<file path="src/design/jpeg_exif_orientation_parser_assert.svh">
// Assertion macros used by the orientation parser RTL.
`ifndef JPEG_EXIF_ORIENTATION_PARSER_ASSERT_SVH
`define JPEG_EXIF_ORIENTATION_PARSER_ASSERT_SVH
`ifndef ASSERT_OFF
// Property checked on every rising clock edge outside reset.
`define JEOP_ASSERT(lbl, clk, rst_n, prop) \
  lbl: assert property (@(posedge clk) disable iff (!rst_n) prop) \
    else $error("jeop assertion failed");
// Condition that must never be true.
`define JEOP_ASSERT_NEVER(lbl, clk, rst_n, cond) \
  `JEOP_ASSERT(lbl, clk, rst_n, !(cond))
`else
`define JEOP_ASSERT(lbl, clk, rst_n, prop)
`define JEOP_ASSERT_NEVER(lbl, clk, rst_n, cond)
`endif
`endif

</file>
<file path="src/design/jeop_pkg.sv">
// Types, constants and helpers of the EXIF orientation parser.
`default_nettype none
package jeop_pkg;

  // Parser phases
  typedef enum logic [3:0] {
    PH_SOI0, PH_SOI1, PH_MARK, PH_CODE, PH_LEN_HI, PH_LEN_LO,
    PH_SKIP, PH_SIG, PH_TIFF, PH_IFD, PH_HOLD, PH_DONE
  } phase_e;

  localparam logic [7:0]  MARK_PREFIX   = 8'hFF;
  localparam logic [7:0]  CODE_SOI      = 8'hD8;
  localparam logic [7:0]  CODE_EOI      = 8'hD9;
  localparam logic [7:0]  CODE_SOS      = 8'hDA;
  localparam logic [7:0]  CODE_RST0     = 8'hD0;
  localparam logic [7:0]  CODE_RST7     = 8'hD7;
  localparam logic [7:0]  CODE_APP1     = 8'hE1;
  localparam logic [7:0]  BO_MOTOROLA   = 8'h4D;
  localparam logic [7:0]  BO_INTEL      = 8'h49;
  localparam logic [15:0] TIFF_MAGIC    = 16'h002A;
  localparam logic [15:0] TAG_ORIENT    = 16'h0112;
  localparam logic [15:0] TYPE_SHORT    = 16'h0003;
  localparam logic [3:0]  ENTRY_LAST    = 4'd11;
  localparam logic [3:0]  ORIENT_NORMAL = 4'd1;
  localparam logic [3:0]  ORIENT_MAX    = 4'd8;

  // Input queue between front and back
  localparam int unsigned IQ_DEPTH = 4;
  localparam int unsigned IQ_AW    = $clog2(IQ_DEPTH);
  // Result queue
  localparam int unsigned RQ_DEPTH = 2;
  localparam int unsigned RQ_AW    = $clog2(RQ_DEPTH);

  // Byte classes found by the front
  typedef struct packed {
    logic is_ff;
    logic is_soi;
    logic is_sos;
    logic is_standalone;
  } byte_class_t;

  typedef struct packed {
    logic [7:0]  data;
    logic        eof;
    byte_class_t cls;
  } item_t;

  // Bytes of the "Exif\0\0" signature
  function automatic logic [7:0] exif_sig_byte(input logic [2:0] idx);
    logic [7:0] r;
    unique case (idx)
      3'd0:    r = 8'h45;
      3'd1:    r = 8'h78;
      3'd2:    r = 8'h69;
      3'd3:    r = 8'h66;
      default: r = 8'h00;
    endcase
    return r;
  endfunction

  // 16-bit value from two bytes in file order
  function automatic logic [15:0] get16(input logic be, input logic [7:0] b0,
                                        input logic [7:0] b1);
    return be ? {b0, b1} : {b1, b0};
  endfunction

endpackage
`default_nettype wire

</file>
<file path="src/design/jeop_front.sv">
// Front part: classifies incoming bytes and queues them for the parser.
`default_nettype none
module jeop_front (
  input  wire logic          clk_i,
  input  wire logic          rst_ni,
  input  wire logic          push_i,
  output logic               full_o,
  input  wire logic [7:0]    stream_byte_i,
  input  wire logic          end_of_file_i,
  output jeop_pkg::item_t    item_o,
  output logic               item_valid_o,
  input  wire logic          item_pop_i
);

  jeop_pkg::item_t             mem_q [jeop_pkg::IQ_DEPTH];
  jeop_pkg::item_t             in_item;
  logic [jeop_pkg::IQ_AW-1:0]  wr_ptr_q, wr_ptr_d, rd_ptr_q, rd_ptr_d;
  logic [jeop_pkg::IQ_AW:0]    cnt_q, cnt_d;
  logic                        wr, rd;

  // Byte classification
  always_comb begin
    in_item.data              = stream_byte_i;
    in_item.eof               = end_of_file_i;
    in_item.cls.is_ff         = (stream_byte_i == jeop_pkg::MARK_PREFIX);
    in_item.cls.is_soi        = (stream_byte_i == jeop_pkg::CODE_SOI);
    in_item.cls.is_sos        = (stream_byte_i == jeop_pkg::CODE_SOS);
    in_item.cls.is_standalone = (stream_byte_i == jeop_pkg::CODE_SOI) ||
                                (stream_byte_i == jeop_pkg::CODE_EOI) ||
                                ((stream_byte_i >= jeop_pkg::CODE_RST0) &&
                                 (stream_byte_i <= jeop_pkg::CODE_RST7));
  end

  assign full_o       = (cnt_q == (jeop_pkg::IQ_AW+1)'(jeop_pkg::IQ_DEPTH));
  assign item_valid_o = (cnt_q != '0);
  assign wr           = push_i && !full_o;
  assign rd           = item_pop_i && item_valid_o;
  assign item_o       = mem_q[rd_ptr_q];

  // Pointer and fill count
  always_comb begin
    wr_ptr_d = wr ? wr_ptr_q + 1'b1 : wr_ptr_q;
    rd_ptr_d = rd ? rd_ptr_q + 1'b1 : rd_ptr_q;
    cnt_d    = cnt_q + (jeop_pkg::IQ_AW+1)'(wr) - (jeop_pkg::IQ_AW+1)'(rd);
  end

  always_ff @(posedge clk_i or negedge rst_ni) begin
    if (!rst_ni) begin
      wr_ptr_q <= '0;
      rd_ptr_q <= '0;
      cnt_q    <= '0;
    end else begin
      wr_ptr_q <= wr_ptr_d;
      rd_ptr_q <= rd_ptr_d;
      cnt_q    <= cnt_d;
    end
  end

  // Queue storage
  always_ff @(posedge clk_i) begin
    if (wr) begin
      mem_q[wr_ptr_q] <= in_item;
    end
  end

endmodule
`default_nettype wire

</file>
<file path="src/design/jeop_rq.sv">
// Result queue: holds orientation codes until the consumer pops them.
`default_nettype none
module jeop_rq (
  input  wire logic       clk_i,
  input  wire logic       rst_ni,
  input  wire logic       wr_i,
  input  wire logic [3:0] data_i,
  output logic            full_o,
  output logic            empty_o,
  input  wire logic       pop_i,
  output logic [3:0]      data_o
);

  logic [3:0]                  mem_q [jeop_pkg::RQ_DEPTH];
  logic [jeop_pkg::RQ_AW-1:0]  wr_ptr_q, rd_ptr_q;
  logic [jeop_pkg::RQ_AW:0]    cnt_q;
  logic                        wr, rd;

  assign full_o  = (cnt_q == (jeop_pkg::RQ_AW+1)'(jeop_pkg::RQ_DEPTH));
  assign empty_o = (cnt_q == '0);
  assign wr      = wr_i && !full_o;
  assign rd      = pop_i && !empty_o;
  assign data_o  = mem_q[rd_ptr_q];

  always_ff @(posedge clk_i or negedge rst_ni) begin
    if (!rst_ni) begin
      wr_ptr_q <= '0;
      rd_ptr_q <= '0;
      cnt_q    <= '0;
    end else begin
      if (wr) wr_ptr_q <= wr_ptr_q + 1'b1;
      if (rd) rd_ptr_q <= rd_ptr_q + 1'b1;
      cnt_q <= cnt_q + (jeop_pkg::RQ_AW+1)'(wr) - (jeop_pkg::RQ_AW+1)'(rd);
    end
  end

  always_ff @(posedge clk_i) begin
    if (wr) begin
      mem_q[wr_ptr_q] <= data_i;
    end
  end

endmodule
`default_nettype wire

</file>
<file path="src/design/jeop_back.sv">
// Back part: marker/segment parser, TIFF header check and IFD0 tag scan.
`default_nettype none
`include "jpeg_exif_orientation_parser_assert.svh"
module jeop_back (
  input  wire logic            clk_i,
  input  wire logic            rst_ni,
  input  wire jeop_pkg::item_t item_i,
  input  wire logic            valid_i,
  output logic                 pop_o,
  input  wire logic            res_full_i,
  output logic                 res_wr_o,
  output logic [3:0]           res_data_o
);

  jeop_pkg::phase_e phase_q, phase_d;
  logic [15:0] seg_pos_q, seg_pos_d, seg_len_q, seg_len_d;
  logic [7:0]  marker_q, marker_d;
  logic        be_q, be_d;
  logic [7:0]  hdr_q [8];
  logic [7:0]  hdr_d [8];
  logic [15:0] ifd_off_q, ifd_off_d;
  logic [15:0] ent_cnt_q, ent_cnt_d, ent_idx_q, ent_idx_d;
  logic [7:0]  ent_b_q [4];
  logic [7:0]  ent_b_d [4];
  logic [7:0]  ent8_q, ent8_d;
  logic [3:0]  ent_pos_q, ent_pos_d;
  logic [3:0]  pend_q, pend_d;
  logic        given_q, given_d;
  logic        replay_q, replay_d;
  logic [2:0]  rp_q, rp_d;

  // Scratch values of the combinational step
  logic        go, give, tail, enter_replay;
  logic [3:0]  answer;
  logic [7:0]  b, ib;
  logic [15:0] tp, len_now, cnt16, tag16, typ16, val16, off16, pos_inc;
  logic [16:0] idx_inc;
  logic [20:0] need, tiff_sz;
  logic [31:0] off32;
  logic        be_new, bo_ok, ifd_en;

  assign b  = item_i.data;
  assign go = valid_i && !res_full_i;

  // Next state and outputs
  always_comb begin
    phase_d   = phase_q;
    seg_pos_d = seg_pos_q;
    seg_len_d = seg_len_q;
    marker_d  = marker_q;
    be_d      = be_q;
    hdr_d     = hdr_q;
    ifd_off_d = ifd_off_q;
    ent_cnt_d = ent_cnt_q;
    ent_idx_d = ent_idx_q;
    ent_b_d   = ent_b_q;
    ent8_d    = ent8_q;
    ent_pos_d = ent_pos_q;
    pend_d    = pend_q;
    given_d   = given_q;
    replay_d  = replay_q;
    rp_d      = rp_q;
    give      = 1'b0;
    tail      = 1'b0;
    enter_replay = 1'b0;
    answer    = jeop_pkg::ORIENT_NORMAL;
    res_wr_o  = 1'b0;
    res_data_o = jeop_pkg::ORIENT_NORMAL;
    pop_o     = 1'b0;
    len_now   = {seg_len_q[15:8], b};
    pos_inc   = seg_pos_q + 16'd1;
    tiff_sz   = {5'd0, seg_len_q - 16'd8};
    be_new    = be_q;
    bo_ok     = 1'b0;
    off32     = '0;
    off16     = '0;
    cnt16     = '0;
    tag16     = '0;
    typ16     = '0;
    val16     = '0;
    need      = '0;
    idx_inc   = '0;

    // IFD byte source: header copy during replay, else the stream
    if (replay_q) begin
      tp = {13'd0, rp_q};
      ib = hdr_q[rp_q];
    end else begin
      tp = seg_pos_q - 16'd6;
      ib = b;
    end
    ifd_en = 1'b0;

    if (go) begin
      if (replay_q) begin
        ifd_en = (phase_q == jeop_pkg::PH_IFD);
        rp_d   = rp_q + 3'd1;
        if (rp_q == 3'd7) begin
          replay_d = 1'b0;
          tail     = 1'b1;
        end
      end else begin
        unique case (phase_q)
          jeop_pkg::PH_SOI0: begin
            if (item_i.cls.is_ff) phase_d = jeop_pkg::PH_SOI1;
            else give = 1'b1;
          end
          jeop_pkg::PH_SOI1: begin
            if (item_i.cls.is_soi) phase_d = jeop_pkg::PH_MARK;
            else give = 1'b1;
          end
          jeop_pkg::PH_MARK: begin
            if (item_i.cls.is_ff) phase_d = jeop_pkg::PH_CODE;
            else give = 1'b1;
          end
          jeop_pkg::PH_CODE: begin
            priority if (item_i.cls.is_ff) begin
              phase_d = jeop_pkg::PH_CODE;
            end else if (item_i.cls.is_sos) begin
              give = 1'b1;
            end else if (item_i.cls.is_standalone) begin
              phase_d = jeop_pkg::PH_MARK;
            end else begin
              marker_d = b;
              phase_d  = jeop_pkg::PH_LEN_HI;
            end
          end
          jeop_pkg::PH_LEN_HI: begin
            seg_len_d = {b, 8'd0};
            phase_d   = jeop_pkg::PH_LEN_LO;
          end
          jeop_pkg::PH_LEN_LO: begin
            seg_len_d = len_now;
            seg_pos_d = '0;
            priority if (len_now < 16'd2) begin
              give = 1'b1;
            end else if (len_now == 16'd2) begin
              phase_d = jeop_pkg::PH_MARK;
            end else if (marker_q == jeop_pkg::CODE_APP1 && len_now >= 16'd8) begin
              phase_d = jeop_pkg::PH_SIG;
            end else begin
              phase_d = jeop_pkg::PH_SKIP;
            end
          end
          jeop_pkg::PH_SKIP, jeop_pkg::PH_HOLD: begin
            tail = 1'b1;
          end
          jeop_pkg::PH_SIG: begin
            tail = 1'b1;
            if (seg_pos_q < 16'd6 && b != jeop_pkg::exif_sig_byte(seg_pos_q[2:0])) begin
              phase_d = jeop_pkg::PH_SKIP;
            end else if (seg_pos_q >= 16'd5) begin
              phase_d = jeop_pkg::PH_TIFF;
              pend_d  = jeop_pkg::ORIENT_NORMAL;
            end
          end
          jeop_pkg::PH_TIFF: begin
            tail = 1'b1;
            if (seg_pos_q >= 16'd6 && tp < 16'd8) begin
              hdr_d[tp[2:0]] = b;
              if (tp == 16'd7) begin
                // Header complete: byte order, magic, IFD0 offset
                if (hdr_q[0] == jeop_pkg::BO_MOTOROLA && hdr_q[1] == jeop_pkg::BO_MOTOROLA) begin
                  be_new = 1'b1;
                  bo_ok  = 1'b1;
                end else if (hdr_q[0] == jeop_pkg::BO_INTEL &&
                             hdr_q[1] == jeop_pkg::BO_INTEL) begin
                  be_new = 1'b0;
                  bo_ok  = 1'b1;
                end
                off32 = be_new ? {hdr_q[4], hdr_q[5], hdr_q[6], b}
                               : {b, hdr_q[6], hdr_q[5], hdr_q[4]};
                off16 = off32[15:0];
                if (!bo_ok) begin
                  phase_d = jeop_pkg::PH_HOLD;
                end else begin
                  be_d = be_new;
                  if (jeop_pkg::get16(be_new, hdr_q[2], hdr_q[3]) != jeop_pkg::TIFF_MAGIC) begin
                    phase_d = jeop_pkg::PH_HOLD;
                  end else if (off32[31:16] != 16'd0 ||
                               ({5'd0, off16} + 21'd2) > tiff_sz) begin
                    phase_d = jeop_pkg::PH_HOLD;
                  end else begin
                    phase_d   = jeop_pkg::PH_IFD;
                    ifd_off_d = off16;
                    if (off16 < 16'd8) begin
                      enter_replay = 1'b1;
                      replay_d     = 1'b1;
                      rp_d         = off16[2:0];
                      tail         = 1'b0;
                    end
                  end
                end
              end
            end
          end
          jeop_pkg::PH_IFD: begin
            tail   = 1'b1;
            ifd_en = (seg_pos_q >= 16'd6);
          end
          jeop_pkg::PH_DONE: begin
            tail = 1'b0;
          end
          default: begin
            tail = 1'b0;
          end
        endcase
      end

      // IFD0 scan step
      if (ifd_en && tp >= ifd_off_q) begin
        if (tp == ifd_off_q) begin
          ent_b_d[0] = ib;
        end else if ({1'b0, tp} == {1'b0, ifd_off_q} + 17'd1) begin
          ent_b_d[1] = ib;
          cnt16      = jeop_pkg::get16(be_q, ent_b_q[0], ib);
          ent_cnt_d  = cnt16;
          ent_idx_d  = '0;
          ent_pos_d  = '0;
          need = {5'd0, ifd_off_q} + 21'd2 + ({5'd0, cnt16} << 3) + ({5'd0, cnt16} << 2);
          if (need > tiff_sz || cnt16 == 16'd0) phase_d = jeop_pkg::PH_HOLD;
        end else begin
          if (ent_pos_q < 4'd4) ent_b_d[ent_pos_q[1:0]] = ib;
          if (ent_pos_q == 4'd8) ent8_d = ib;
          ent_pos_d = (ent_pos_q >= jeop_pkg::ENTRY_LAST) ? 4'd0 : ent_pos_q + 4'd1;
          if (ent_pos_q == 4'd9) begin
            tag16   = jeop_pkg::get16(be_q, ent_b_q[0], ent_b_q[1]);
            typ16   = jeop_pkg::get16(be_q, ent_b_q[2], ent_b_q[3]);
            val16   = jeop_pkg::get16(be_q, ent8_q, ib);
            idx_inc = {1'b0, ent_idx_q} + 17'd1;
            if (tag16 == jeop_pkg::TAG_ORIENT && typ16 == jeop_pkg::TYPE_SHORT) begin
              pend_d  = (val16 >= 16'd1 && val16 <= {12'd0, jeop_pkg::ORIENT_MAX}) ?
                        val16[3:0] : jeop_pkg::ORIENT_NORMAL;
              phase_d = jeop_pkg::PH_HOLD;
            end else begin
              ent_idx_d = idx_inc[15:0];
              if (idx_inc >= {1'b0, ent_cnt_q}) phase_d = jeop_pkg::PH_HOLD;
            end
          end
        end
      end

      // Segment byte count and segment end
      if (tail) begin
        seg_pos_d = pos_inc;
        if (pos_inc >= seg_len_q - 16'd2) begin
          if (phase_d == jeop_pkg::PH_SKIP) begin
            phase_d = jeop_pkg::PH_MARK;
          end else begin
            answer = pend_d;
            give   = 1'b1;
          end
        end
      end

      // Result and end of file
      if (!enter_replay && !(replay_q && rp_q != 3'd7)) begin
        pop_o = 1'b1;
        if (give && !given_q) begin
          res_wr_o   = 1'b1;
          res_data_o = answer;
          given_d    = 1'b1;
          phase_d    = jeop_pkg::PH_DONE;
        end
        if (item_i.eof) begin
          if (!given_d) begin
            res_wr_o   = 1'b1;
            res_data_o = jeop_pkg::ORIENT_NORMAL;
          end
          phase_d  = jeop_pkg::PH_SOI0;
          given_d  = 1'b0;
          replay_d = 1'b0;
          pend_d   = jeop_pkg::ORIENT_NORMAL;
        end
      end
    end
  end

  // Control state
  always_ff @(posedge clk_i or negedge rst_ni) begin
    if (!rst_ni) begin
      phase_q  <= jeop_pkg::PH_SOI0;
      given_q  <= 1'b0;
      replay_q <= 1'b0;
      pend_q   <= jeop_pkg::ORIENT_NORMAL;
    end else begin
      phase_q  <= phase_d;
      given_q  <= given_d;
      replay_q <= replay_d;
      pend_q   <= pend_d;
    end
  end

  // Payload state
  always_ff @(posedge clk_i) begin
    seg_pos_q <= seg_pos_d;
    seg_len_q <= seg_len_d;
    marker_q  <= marker_d;
    be_q      <= be_d;
    hdr_q     <= hdr_d;
    ifd_off_q <= ifd_off_d;
    ent_cnt_q <= ent_cnt_d;
    ent_idx_q <= ent_idx_d;
    ent_b_q   <= ent_b_d;
    ent8_q    <= ent8_d;
    ent_pos_q <= ent_pos_d;
    rp_q      <= rp_d;
  end

  // Checks
  `JEOP_ASSERT_NEVER(a_wr_when_full, clk_i, rst_ni, res_wr_o && res_full_i)
  `JEOP_ASSERT(a_code_range, clk_i, rst_ni,
    res_wr_o |-> (res_data_o >= 4'd1 && res_data_o <= jeop_pkg::ORIENT_MAX))
  `JEOP_ASSERT(a_replay_phase, clk_i, rst_ni,
    replay_q |-> (phase_q == jeop_pkg::PH_IFD || phase_q == jeop_pkg::PH_HOLD))
  `JEOP_ASSERT(a_eof_restart, clk_i, rst_ni,
    (pop_o && item_i.eof) |=> (phase_q == jeop_pkg::PH_SOI0 && !given_q && !replay_q))

endmodule
`default_nettype wire

</file>
<file path="src/design/jpeg_exif_orientation_parser.sv">
// Top level of the JPEG EXIF orientation parser.
// Takes one JPEG file byte per transaction (with a last-byte flag) and returns one
// orientation code 1..8 per file. Both sides are queues: an input byte is taken on
// push while full is low, a result is taken on pop while empty is low. The parser
// consumes one byte per clock; once per file, when the IFD0 offset points inside the
// 8-byte TIFF header, the header byte that completes it holds the parser while the IFD
// bytes are replayed from the kept header copy. The parser also waits while the 2-entry
// result queue is full. A result is written into the result queue at the same edge its
// byte leaves the 4-entry input queue, so on its way from the input ports to the result
// ports a byte passes the input queue and its result the result queue.
`default_nettype none
module jpeg_exif_orientation_parser (
  input  wire logic       clk_i,
  input  wire logic       rst_ni,
  input  wire logic       push,
  output logic            full,
  input  wire logic [7:0] stream_byte_i,
  input  wire logic       end_of_file_i,
  output logic            empty,
  input  wire logic       pop,
  output logic [3:0]      orientation_o
);

  jeop_pkg::item_t item;
  logic            item_valid, item_pop;
  logic            res_full, res_wr;
  logic [3:0]      res_data;

  // Front: classify and queue bytes
  jeop_front u_front (
    .clk_i         (clk_i),
    .rst_ni        (rst_ni),
    .push_i        (push),
    .full_o        (full),
    .stream_byte_i (stream_byte_i),
    .end_of_file_i (end_of_file_i),
    .item_o        (item),
    .item_valid_o  (item_valid),
    .item_pop_i    (item_pop)
  );

  // Back: parse segments and scan IFD0
  jeop_back u_back (
    .clk_i      (clk_i),
    .rst_ni     (rst_ni),
    .item_i     (item),
    .valid_i    (item_valid),
    .pop_o      (item_pop),
    .res_full_i (res_full),
    .res_wr_o   (res_wr),
    .res_data_o (res_data)
  );

  // Results waiting for the consumer
  jeop_rq u_rq (
    .clk_i   (clk_i),
    .rst_ni  (rst_ni),
    .wr_i    (res_wr),
    .data_i  (res_data),
    .full_o  (res_full),
    .empty_o (empty),
    .pop_i   (pop),
    .data_o  (orientation_o)
  );

endmodule
`default_nettype wire

</file>
<file path="config.mk">
export PLATFORM = sky130hd
export DESIGN_NAME = jpeg_exif_orientation_parser
export DESIGN_NICKNAME = d
export VERILOG_FILES = /design/src/design/jeop_pkg.sv /design/src/design/jeop_front.sv /design/src/design/jeop_rq.sv /design/src/design/jeop_back.sv /design/src/design/jpeg_exif_orientation_parser.sv
export VERILOG_INCLUDE_DIRS = /design/src /design/src/design
export SDC_FILE = /design/constraint.sdc
export NUM_CORES = 1
export LEC_CHECK = 0
export BUFFER_PORTS_ARGS = -buffer_cell sky130_fd_sc_hd__buf_2
export CAP_MARGIN = 20
export CORE_AREA = 2 2 131 228
export DETAILED_ROUTE_END_ITERATION = 16
export DIE_AREA = 0 0 133 230
export HOLD_SLACK_MARGIN = 0.08
export MAX_ROUTING_LAYER = met4
export PLACE_DENSITY = 0.8
export SLEW_MARGIN = 20
export SYNTH_ARGS = -nofsm -noshare
export SYNTH_HDL_FRONTEND = slang
export SYNTH_SLANG_ARGS = --single-unit
export TNS_END_PERCENT = 20
</file>
<file path="constraint.sdc">
create_clock -name clk_i -period 7.5 [get_ports clk_i]
set_input_delay 0 -clock clk_i [delete_from_list [all_inputs] [get_ports clk_i]]
set_output_delay 0 -clock clk_i [all_outputs]
set_load 0.01 [all_outputs]
</file>
== After elaboration in Yosys (flattened, before gate mapping) ==
Memory sizes are Yosys's and may differ from the RTL's.
Index checks and enable logic that the tools add are counted.

* $lt $le $gt $ge: 23
* Add/sub/neg operators: 20
* Mux-type cells: 157
* Bitwise gates (word level): 12
* Equal/unequal tests: 42
* Reduce and logical (&&, ||, !) cells: 64

{| class="wikitable"
|+ Operators by type and width
! operator !! count
|-
| 4-bit two-way mux || 48
|-
| 16-bit two-way mux || 11
|-
| 8-bit two-way mux || 11
|-
| 1-bit two-way mux || 65
|-
| 64-bit bitwise mux || 1
|-
| 32-bit two-way mux || 2
|-
| 21-bit by 16-bit greater-than comparator with 1-bit output || 2
|-
| 8-bit equality test, second input constant || 5
|-
| 16-bit by 1-bit adder with 17-bit output, second input constant || 2
|-
| 16-bit by 2-bit adder with 17-bit output, second input constant || 2
|-
| 32-bit bitwise mux || 1
|-
| 16-bit by 2-bit equality test with 1-bit output, second input constant || 2
|-
| 8-bit by 7-bit equality test with 1-bit output, second input constant || 4
|-
| 16-bit >= comparator || 2
|-
| 16-bit by 3-bit >= comparator with 1-bit output, second input constant || 2
|-
| 16-bit by 4-bit less-than comparator with 1-bit output, second input constant || 2
|-
| 16-bit one-hot mux with 2 select lines || 1
|-
| 4-bit one-hot mux with 8 select lines || 1
|-
| 7-bit one-hot mux with 4 select lines || 1
|-
| 3-bit two-way mux || 9
|-
| 8-bit binary-select mux with 3-bit select || 1
|-
| 8-bit demux with 3-bit select || 1
|-
| 21-bit by 18-bit adder with 21-bit output || 1
|-
| 21-bit by 19-bit adder with 21-bit output || 1
|-
| 67 further kinds || 140
|}

* Flip-flop bits (word level): 221
* Memories: 2
* Bits in writable memories: 60
* Output and inout bits: 6
* Input port bits: 13
* Word-level logic and storage cells: 353

{| class="wikitable"
|+ Memory list
! memory !! depth !! bits a word !! read ports !! clocked after Yosys merged registers in !! write ports !! line !! RTL
|-
| u_front.mem_q || 4 || 13 || 1 || 0 || 1 || jeop_front.sv:15 || <nowiki>jeop_pkg::item_t mem_q [jeop_pkg::IQ_DEPTH];</nowiki>
|-
| u_rq.mem_q || 2 || 4 || 1 || 0 || 1 || jeop_rq.sv:14 || <nowiki>logic [3:0] mem_q [jeop_pkg::RQ_DEPTH];</nowiki>
|}

== Longest topological paths before layout ==
Gate-level depths: netlist (run 1).

* Depth after elaboration: 43
* Gate-level depth with buffers: 30
* Depth with buffers taken out: 27

== Hierarchy ==
A second synthesis (run 1) with hierarchy kept.

* Cells, all modules: 1601
* Area, all modules: 17904.7 µm²

{| class="wikitable"
|+ By module, submodules not included
! module !! instances !! area each (µm²) !! seq. area each (µm²) !! cells each
|-
| jeop_back || 1 || 14983.1 || 6257.3 || 1453
|-
| jeop_front || 1 || 2436.1 || 1736.7 || 118
|-
| jeop_rq || 1 || 485.5 || 340.3 || 30
|}

== Worst setup path after synthesis (run 1) ==
OpenSTA, ideal clock, no wires.

* Path type: flip-flop to flip-flop
* Start: register u_front.rd_ptr_q[0] (netlist bit)
* End: memory u_rq.mem_q[0][0] (enable)
* Library setup time: 0.332 ns
* Period minus slack after synthesis: 6.615 ns
* Slack: 0.885 ns
* Cell stages (with the launch flop): 28
* Arrival: 6.283 ns
* Buffers on the path: 3
* Required time: 7.168 ns
* Path through: dfrtp_1 -> buf_2 -> buf_2 -> mux4_2 -> clkbuf_1 -> nor2b_1 -> a31oi_1 -> inv_1 -> o21ai_0 -> fa_1 -> inv_1 -> ha_1 -> a21o_1 -> a21o_1 -> a32o_1 -> nor2_1 -> xnor2_1 -> ha_1 -> a2111oi_0 -> o21ai_0 -> a211oi_1 -> o31ai_1 -> a31oi_1 -> nand4_2 -> a21oi_2 -> o21ba_4 -> o311a_4 -> nor2b_1

{| class="wikitable"
|+ RTL lines
! item !! line !! RTL
|-
| from (decl) || jeop_front.sv:17 || <nowiki>logic [jeop_pkg::IQ_AW-1:0] wr_ptr_q, wr_ptr_d, rd_ptr_q, rd_ptr_d;</nowiki>
|-
| from (signal assigned) || jeop_front.sv:54 || <nowiki>rd_ptr_q <= rd_ptr_d;</nowiki>
|-
| to (decl) || jeop_rq.sv:14 ||
|}

== Worst setup path after layout (run 1) ==
* Start: register u_back.hdr_q[49] (netlist bit)
* End: register u_front.cnt_q[2] (netlist bit)

* Longest elaborated chain between the ends: 27
* Elaborated cells on any way between the ends: 41
* Classes of those cells: 2 x add/sub; 2 x order compare; 3 x eq/ne; 27 x mux; 7 x reduce/logical

{| class="wikitable"
|+ RTL lines
! item !! line !! RTL
|-
| from (decl) || jeop_back.sv:19 || <nowiki>logic [7:0] hdr_q [8];</nowiki>
|-
| from (signal assigned) || jeop_back.sv:300 || <nowiki>hdr_q <= hdr_d;</nowiki>
|-
| 8-bit by 7-bit equality test with 1-bit output || jeop_back.sv:167 || <nowiki>hdr_q[1] == jeop_pkg::BO_INTEL) begin</nowiki>
|-
| 1-bit logical AND || jeop_back.sv:166 || <nowiki>end else if (hdr_q[0] == jeop_pkg::BO_INTEL &&</nowiki>
|-
| 1-bit two-way mux || jeop_back.sv:166 ||
|-
| 1-bit two-way mux || jeop_back.sv:163 || <nowiki>if (hdr_q[0] == jeop_pkg::BO_MOTOROLA && hdr_q[1] == jeop_pkg::BO_MOTOROLA) begin</nowiki>
|-
| 1-bit two-way mux || jeop_back.sv:161 || <nowiki>if (tp == 16'd7) begin</nowiki>
|-
| 1-bit two-way mux || jeop_back.sv:159 || <nowiki>if (seg_pos_q >= 16'd6 && tp < 16'd8) begin</nowiki>
|-
| 1-bit two-way mux || jeop_back.sv:103 || <nowiki>unique case (phase_q)</nowiki>
|-
| 1-bit two-way mux || jeop_back.sv:95 || <nowiki>if (replay_q) begin</nowiki>
|-
| [... 13 more ...] || -- ||
|-
| 1-bit zero test * || jeop_back.sv:257 || <nowiki>if (!enter_replay && !(replay_q && rp_q != 3'd7)) begin</nowiki>
|-
| 1-bit logical AND * || jeop_back.sv:257 ||
|-
| 1-bit two-way mux * || jeop_back.sv:257 ||
|-
| 1-bit two-way mux * || jeop_back.sv:94 || <nowiki>if (go) begin</nowiki>
|-
| 1-bit logical AND * || jeop_front.sv:37 || <nowiki>assign rd = item_pop_i && item_valid_o;</nowiki>
|-
| named net u_front.rd || jeop_front.sv:19 || <nowiki>logic wr, rd;</nowiki>
|-
| 3-bit by 1-bit subtractor with 3-bit output * || jeop_front.sv:44 || <nowiki>cnt_d = cnt_q + (jeop_pkg::IQ_AW+1)'(wr) - (jeop_pkg::IQ_AW+1)'(rd);</nowiki>
|-
| named net u_front.cnt_d, one bit || jeop_front.sv:18 || <nowiki>logic [jeop_pkg::IQ_AW:0] cnt_q, cnt_d;</nowiki>
|-
| to (signal assigned) || jeop_front.sv:55 || <nowiki>cnt_q <= cnt_d;</nowiki>
|-
| to (decl) || jeop_front.sv:18 ||
|}

The timed path passes the listed nets; every way through them passes the cells marked *. The select of a mux whose other input is x is not followed.
A chain may end at the register's enable or synchronous reset.

==> results.cfg, run 1 <==
[synthesis]
synthCells = 1737
synth_top_area_share_pct = 42.5
synthTopCellsByCount = 260 x edfxtp_1, 148 x nor2_1, 138 x inv_1
ys_async_sr_fraction_pct = 7.47
synth_flop_cell = edfxtp_1
synth_area_per_cell_um2 = 10.6
synth-edff-count = 260
yosys-top-cells-area = edfxtp_1 43%, ha_1 8.7%, xnor2_1 4.4%, nor2_1 3.0%, inv_1 2.8%
synth_cell_type_count = 87
ys_seq_area_share_pct = 45.4
synth_largest_area_cell = edfxtp_1
ys_warn_count = 0
synth.most_common_cell = edfxtp_1
ys_seq_elements = 281
synth_nets = 1894
synthesis.area_um2 = 18400

[outcome]
status = finished, final reports clean

[sta]
worst_pin_slew_ps = 852
hold_viol = 0
fmax_mhz = 142
maxSlewHeadroom_pct = 41.8
rsz0062_at_grt = false
fin_skew_ps = 32.1
fin_setup_tns_ps = 0
finalCritPeriodShare_pct = 93.6
drv_slew = 0
timing.final.crit_period_ps = 7020
setup_viol = 0

[pwr]
p_leak_nw = 7.83
power_density_nw_per_um2 = 413
peakVddDrop_mv = 0.351

[finish]
antenna-diode-count = 0
nFillCells = 2057
fin_nets = 1933
area_growth_syn_to_layout_pct = 9.19
multi_input_area_um2 = 9300
seq_area_um2 = 8340
stdcell_count = 2172
layout-drive-gt1-share_pct = 9.81

[detailed_routing]
wl_per_cell_um = 24.7
drc_errors = 0
first_pass_iters = 6
ant_nets = 0
routed_wl_um = 53600
vias_per_cell = 6.55
vias = 14232
drtIter0Drc = 1089

[min_path]
worstHoldPathType = in2reg

[place]
place.gp.congestion = 1.05
place.detailed.hpwl_um = 41200
dp.cells = 2110
io_buffers = 18

[global_route]
grt_overflow = 0
antenna_found_initial = 0
grt_pass1_vias = 14410
grt_pass1_wl_um = 80600
grt_max_degree = 39
grt_usage_pct = 36.1

[die]
rows = 82
io_pins = 19
core_um2 = 28600
die_w_um = 133
fp.dieH_um = 230
design.die.area_um2 = 30600
initial_core_util_pct = 64.2

[clock_tree]
cts_tree = yes
cts_buffers = 25
clk_latency_ps = 580
clkTransAtPathRegs_ps = 70
clockBufferDepth = 3
cts_sinks = 281
htreeDepth = 1
clockRootBuffer = clkbuf_16

[setup_path]
worstPathArrival_ps = 7520
worst_setup_path_start_kind = flop
crit_type = reg2reg
cp.required_ps = 8000
critical_path.max_fanout = 13
endpoint_kind = flop

[job]
max-cap-violations = 0
==> cells by family after synthesis <==
logic type      after synthesis  synth area share [%]
flops                       281                  45.4
fa+ha+maj                   144                  10.5
compound gates              294                  10.9
xor+xnor                    126                  6.01
mux                          75                  5.12
simple gates                617                  18.0
buf+inv                     200                  4.18
==> placed cells by master, fill, tap and decap left out, drive strengths merged, types with 24 or more instances in the layout <==
cell type,netlist,final
edfxtp,260,260
nor2,148,148
inv,138,143
ha,128,128
xnor2,92,92
nand2,84,84
nand3,66,66
o21ai,65,65
buf,17,60
a21oi,57,57
nor2b,52,52
nor3,51,51
mux2i,41,41
a21o,37,37
nand4,35,35
xor2,34,34
nor4,33,33
and2,28,28
clkbuf,44,28
and3,24,24
==> routing by layer <==
metal	GRT usage (%)	wire length, um
met5	-	0
met4	31.4	5780
met3	3.86	2640
met2	64.9	28200
met1	33.4	16900
==> stage by stage <==
stage               instance area, um2  hold slack, ps  utilization, %  total power, mW  worst slack (ps)
finish                           20100             197            70.1             8.29               478
global route                     20100             201            70.1             8.73              67.3
detailed placement               19000            4.48            66.3             6.74               513
global placement                 19000           -5.50            66.3             6.61               707
floorplan                        18400            -296               -             5.35               885
CTS                              20000             176            69.9             8.17               466
==> critical path, cell delays in order (launching register included) <==
cell,delay (ps)
edfxtp_1,410
nor4bb_1,570
and4_1,300
a221o_1,550
mux2_2,330
ha_1,290
nand3_1,180
nor2_1,220
nand2_1,110
xnor2_1,150
ha_1,210
a211o_1,310
nor2_1,90
o221ai_1,120
o21ai_0,480
nand3_1,140
nor3b_1,230
buf_4,190
nor2b_1,230
a21o_1,340
inv_1,210
ha_1,330
inv_1,60
ha_1,130
inv_1,50
fa_1,400
xnor2_1,200
xnor2_1,150
==> sequential cells by signal, indices dropped and copies added (netlist names), 8 cells and up <==
register / count
u_back.marker_q: 8
u_back.ent8_q: 8
u_rq.mem_q: 8
u_back.ent_b_q: 32
u_back.seg_len_q: 16
u_back.ent_cnt_q: 16
u_back.hdr_q: 64
u_front.mem_q: 52
u_back.ifd_off_q: 16
u_back.ent_idx_q: 16
u_back.seg_pos_q: 16
==> cell type report <==
cell class / instances / area share [%]
clock buffers: 28 / 3.18
clock inverters: 17 / 1.29
inverters: 139 / 2.60
multi-input cells: 1256 / 46.4
flip-flops and latches: 281 / 41.6
well taps: 378 / 2.36
repair buffers: 73 / 2.66
==> what timing repair did <==
item,CTS,global route
setup endpoints to repair,0,4
resized for setup,0,3
buffers inserted,0,3
hold endpoints to repair,76,0
hold buffers,14,0
==> where the power goes <==
part	switching, mW	internal, mW	total, mW
clock network	0.617	0.801	1.42
logic	2.79	1.74	4.53
registers	0.261	2.09	2.35
total	3.67	4.62	8.29
==> path summary, 6_finish.rpt <==
| check | from | to | slack (ps) | depth (start not counted) |
|---|---|---|---|---|
| max in group asynchronous | rst_ni | u_front.rd_ptr_q[0]$_DFFE_PN0P_ | 6540 | 4 |
| max reg2reg | u_back.hdr_q[49]$_DFFE_PP_ | u_front.cnt_q[2]$_DFF_PN0_ | 480 | 27 |
| min | stream_byte_i[7] | u_front.mem_q[0][12]$_DFFE_PP_ | 200 | 2 |
| min reg2reg | u_back.pend_q[0]$_DFFE_PN1P_ | u_back.pend_q[0]$_DFFE_PN1P_ | 490 | 2 |
| min in group asynchronous | rst_ni | u_back.pend_q[0]$_DFFE_PN1P_ | 440 | 3 |
| max | u_back.hdr_q[49]$_DFFE_PP_ | u_front.cnt_q[2]$_DFF_PN0_ | 480 | 27 |
Note: power is estimated with default switching activity, not from simulation.
==> inputs of run 2 (changes only) <==
--- a/config.mk
+++ b/config.mk
@@ -8,12 +8,11 @@
 export LEC_CHECK = 0
 export BUFFER_PORTS_ARGS = -buffer_cell sky130_fd_sc_hd__buf_2
 export CAP_MARGIN = 20
-export CORE_AREA = 2 2 131 228
+export CORE_AREA = 2 2 165 289
 export DETAILED_ROUTE_END_ITERATION = 16
-export DIE_AREA = 0 0 133 230
+export DIE_AREA = 0 0 167 291
 export HOLD_SLACK_MARGIN = 0.08
 export MAX_ROUTING_LAYER = met4
-export PLACE_DENSITY = 0.8
 export SLEW_MARGIN = 20
 export SYNTH_ARGS = -nofsm -noshare
 export SYNTH_HDL_FRONTEND = slang
==> results.cfg, run 2 (synthesis gave the netlist of run 1 again) <==
[detailed_routing]
drc_errors = 0
ant_nets = 0
vias_per_cell = 5.79
first_pass_iters = 5
routed_wl_um = 55300
wl_per_cell_um = 23.2
drtIter0Drc = 953
vias = 13792

[setup_path]
cp_top_family = compound AO/OA/AOI/OAI gates
worstReg2RegStart = u_front.rd_ptr_q[0]$_DFFE_PN0P_
endpoint_kind = flop
crit_type = reg2reg
r2r_cells = 27
cp.required_ps = 7760
worstPathArrival_ps = 7290
rr_endpoint = u_rq.mem_q[0][2]$_DFFE_PP_
r2r_slack_ps = 480
cp_slowest_stage_delay_ps = 520
cp.buffers_inverters = 5
worst_setup_path_start_kind = flop
slowest_stage = mux4_2
critical_path.max_fanout = 6
cpMostUsedCell = buf_4

[die]
core_um2 = 46400
design.die.area_um2 = 48600
initial_core_util_pct = 39.6
die_w_um = 167
fp.dieH_um = 291
io_pins = 19
rows = 105

[sta]
timing.final.crit_period_ps = 7020
finalHoldWorstSlack_ps = 193
setup_viol = 0
hold_viol = 0
rsz0062_at_grt = false
worst_pin_slew_ps = 1060
drv_slew = 0
finalCritPeriodShare_pct = 93.7
fin_ws_ps = 476
fin_setup_tns_ps = 0
fmax_mhz = 142
maxSlewHeadroom_pct = 28.5
fin_skew_ps = 16.5

[min_path]
min_from = stream_byte_i[4]
worstHoldEndpoint = u_front.mem_q[3][9]$_DFFE_PP_
worstHoldPathType = in2reg
whs_path_depth = 2

[finish]
mostFrequentLayoutCell = edfxtp_1
stdcell_count = 2383
final_cell_mix = 260 x edfxtp_1, 147 x nor2_1, 138 x inv_1
largest_reg_flops = 64
layout-drive-gt1-share_pct = 9.75
largest-register = u_back.hdr_q
fin_nets = 1931
area_growth_syn_to_layout_pct = 10.8
antenna-diode-count = 0
reg.largest.list = u_back.hdr_q x64, u_front.mem_q x52, u_back.ent_b_q x32

[clock_tree]
clk_latency_ps = 580
cts_buffers = 27
cts_setup_buffers = 0
clockBufferDepth = 3
htreeDepth = 1
clkTransAtPathRegs_ps = 70
cts_sinks = 281
clockRootBuffer = clkbuf_16
cts_tree = yes

[place]
dp.cells = 2319
place.detailed.hpwl_um = 44000
io_buffers = 18
place.gp.congestion = 0.998
pre_cts_ws_ps = 344

[pwr]
sw_frac_of_total_pct = 44.0
peakVddDrop_mv = 0.251
p_seq_share_pct = 28.1
p_clk_share_pct = 17.5
p_total_mw = 8.27
power_density_nw_per_um2 = 407
p_sw_mw = 3.64
p_leak_nw = 7.85
power_frac_comb_pct = 54.4
p_int_mw = 4.63

[global_route]
antenna_found_initial = 0
grt_pass1_wl_um = 83400
grt_max_degree = 36
grt_overflow = 0
grt_pass1_vias = 14261
grt_usage_pct = 23.2

[job]
max-cap-violations = 0

[outcome]
status = finished, final reports clean
## run 2: cell count changes in the layout (fill, tap and decap cells not counted), sizes merged
cell	before	now
clkbuf	28	31
buf	60	56
bufinv	5	4
clkinvlp	3	1
clkinv	5	12
inv	143	141
## run 2: layer usage
| layer | wire length, um | global-route usage, % | up-vias | share of wire, % |
|---|---|---|---|---|
| met1 | 18100 | 20.8 | 6656 | 33 |
| met3 | 1750 | 2.38 | 240 | 3.2 |
| met4 | 5330 | 18.1 | 0 | 9.6 |
| met2 | 30100 | 43.9 | 434 | 54 |
| li1 | - | - | 6462 | - |
| met5 | 0 | - | - | 0 |
## run 2: area by class of cell
type / count / area (um2)
Inverter: 139 / 522
Timing Repair Buffer: 69 / 531
Tap cell: 588 / 736
Multi-Input combinational cell: 1256 / 9300
Sequential cell: 281 / 8340
Clock inverter: 19 / 218
Fill cell: 4342 / 26000
Clock buffer: 31 / 701
## run 2: how the worst max path moves through the flow
stage | start | endpoint | slack (ps) | cells after the start
6_report | u_front.rd_ptr_q[0]$_DFFE_PN0P_ | u_rq.mem_q[0][2]$_DFFE_PP_ | 480 | 27
3_3_place_gp | u_front.rd_ptr_q[0]$_DFFE_PN0P_ | u_rq.mem_q[0][2]$_DFFE_PP_ | 430 | 27
5_1_grt | u_back.hdr_q[52]$_DFFE_PP_ | u_front.cnt_q[2]$_DFF_PN0_ | 10 | 25
4_1_cts | u_front.rd_ptr_q[0]$_DFFE_PN0P_ | u_rq.mem_q[0][2]$_DFFE_PP_ | 320 | 27
2_1_floorplan | u_front.rd_ptr_q[0]$_DFFE_PN0P_ | u_rq.mem_q[0][0]$_DFFE_PP_ | 880 | 27
3_5_place_dp | u_front.rd_ptr_q[0]$_DFFE_PN0P_ | u_rq.mem_q[0][2]$_DFFE_PP_ | 340 | 27
## run 2: per-stage QoR
step / util (%) / cell area (um2)
3_3_place_gp: 41.5 / 19200
4_1_cts: 43.8 / 20300
5_1_grt: 43.9 / 20300
6_report: 43.9 / 20300
2_1_floorplan: - / 18400
3_5_place_dp: 41.5 / 19200
## run 2: repair_timing
action	4_1_cts	5_1_grt
endpoints found under the setup margin	0	11
resized for setup	0	4
hold buffers	14	0
hold endpoints to repair	77	0
## run 2: power groups by stage
stage          clock network (mW)  logic, mW  registers, mW
6_report                     1.45       4.50           2.33
5_1_grt                      1.52       4.95           2.35
4_1_cts                      1.47       4.46           2.32
3_5_place_dp                    0       4.42           2.35
3_3_place_gp                    0       4.37           2.35
2_1_floorplan                   0       3.14           2.21
## run 2: worst reg2reg max path: stages (launching register included)
cell and delay [ps]:
dfrtp_1 440, buf_4 210, mux4_2 520, nor2b_1 180
a31oi_2 270, buf_4 190, inv_1 130, o21ai_0 320
buf_4 210, fa_1 410, inv_1 70, ha_1 300
a21o_1 200, a21o_1 160, a32o_1 230, nor2_1 120
xnor2_1 140, ha_1 290, a2111oi_0 370, o21ai_0 160
a211oi_1 200, o31ai_1 160, a31oi_1 230, nand4_2 280
a21oi_2 300, o21ba_4 190, o311a_4 190, nor2b_2 250
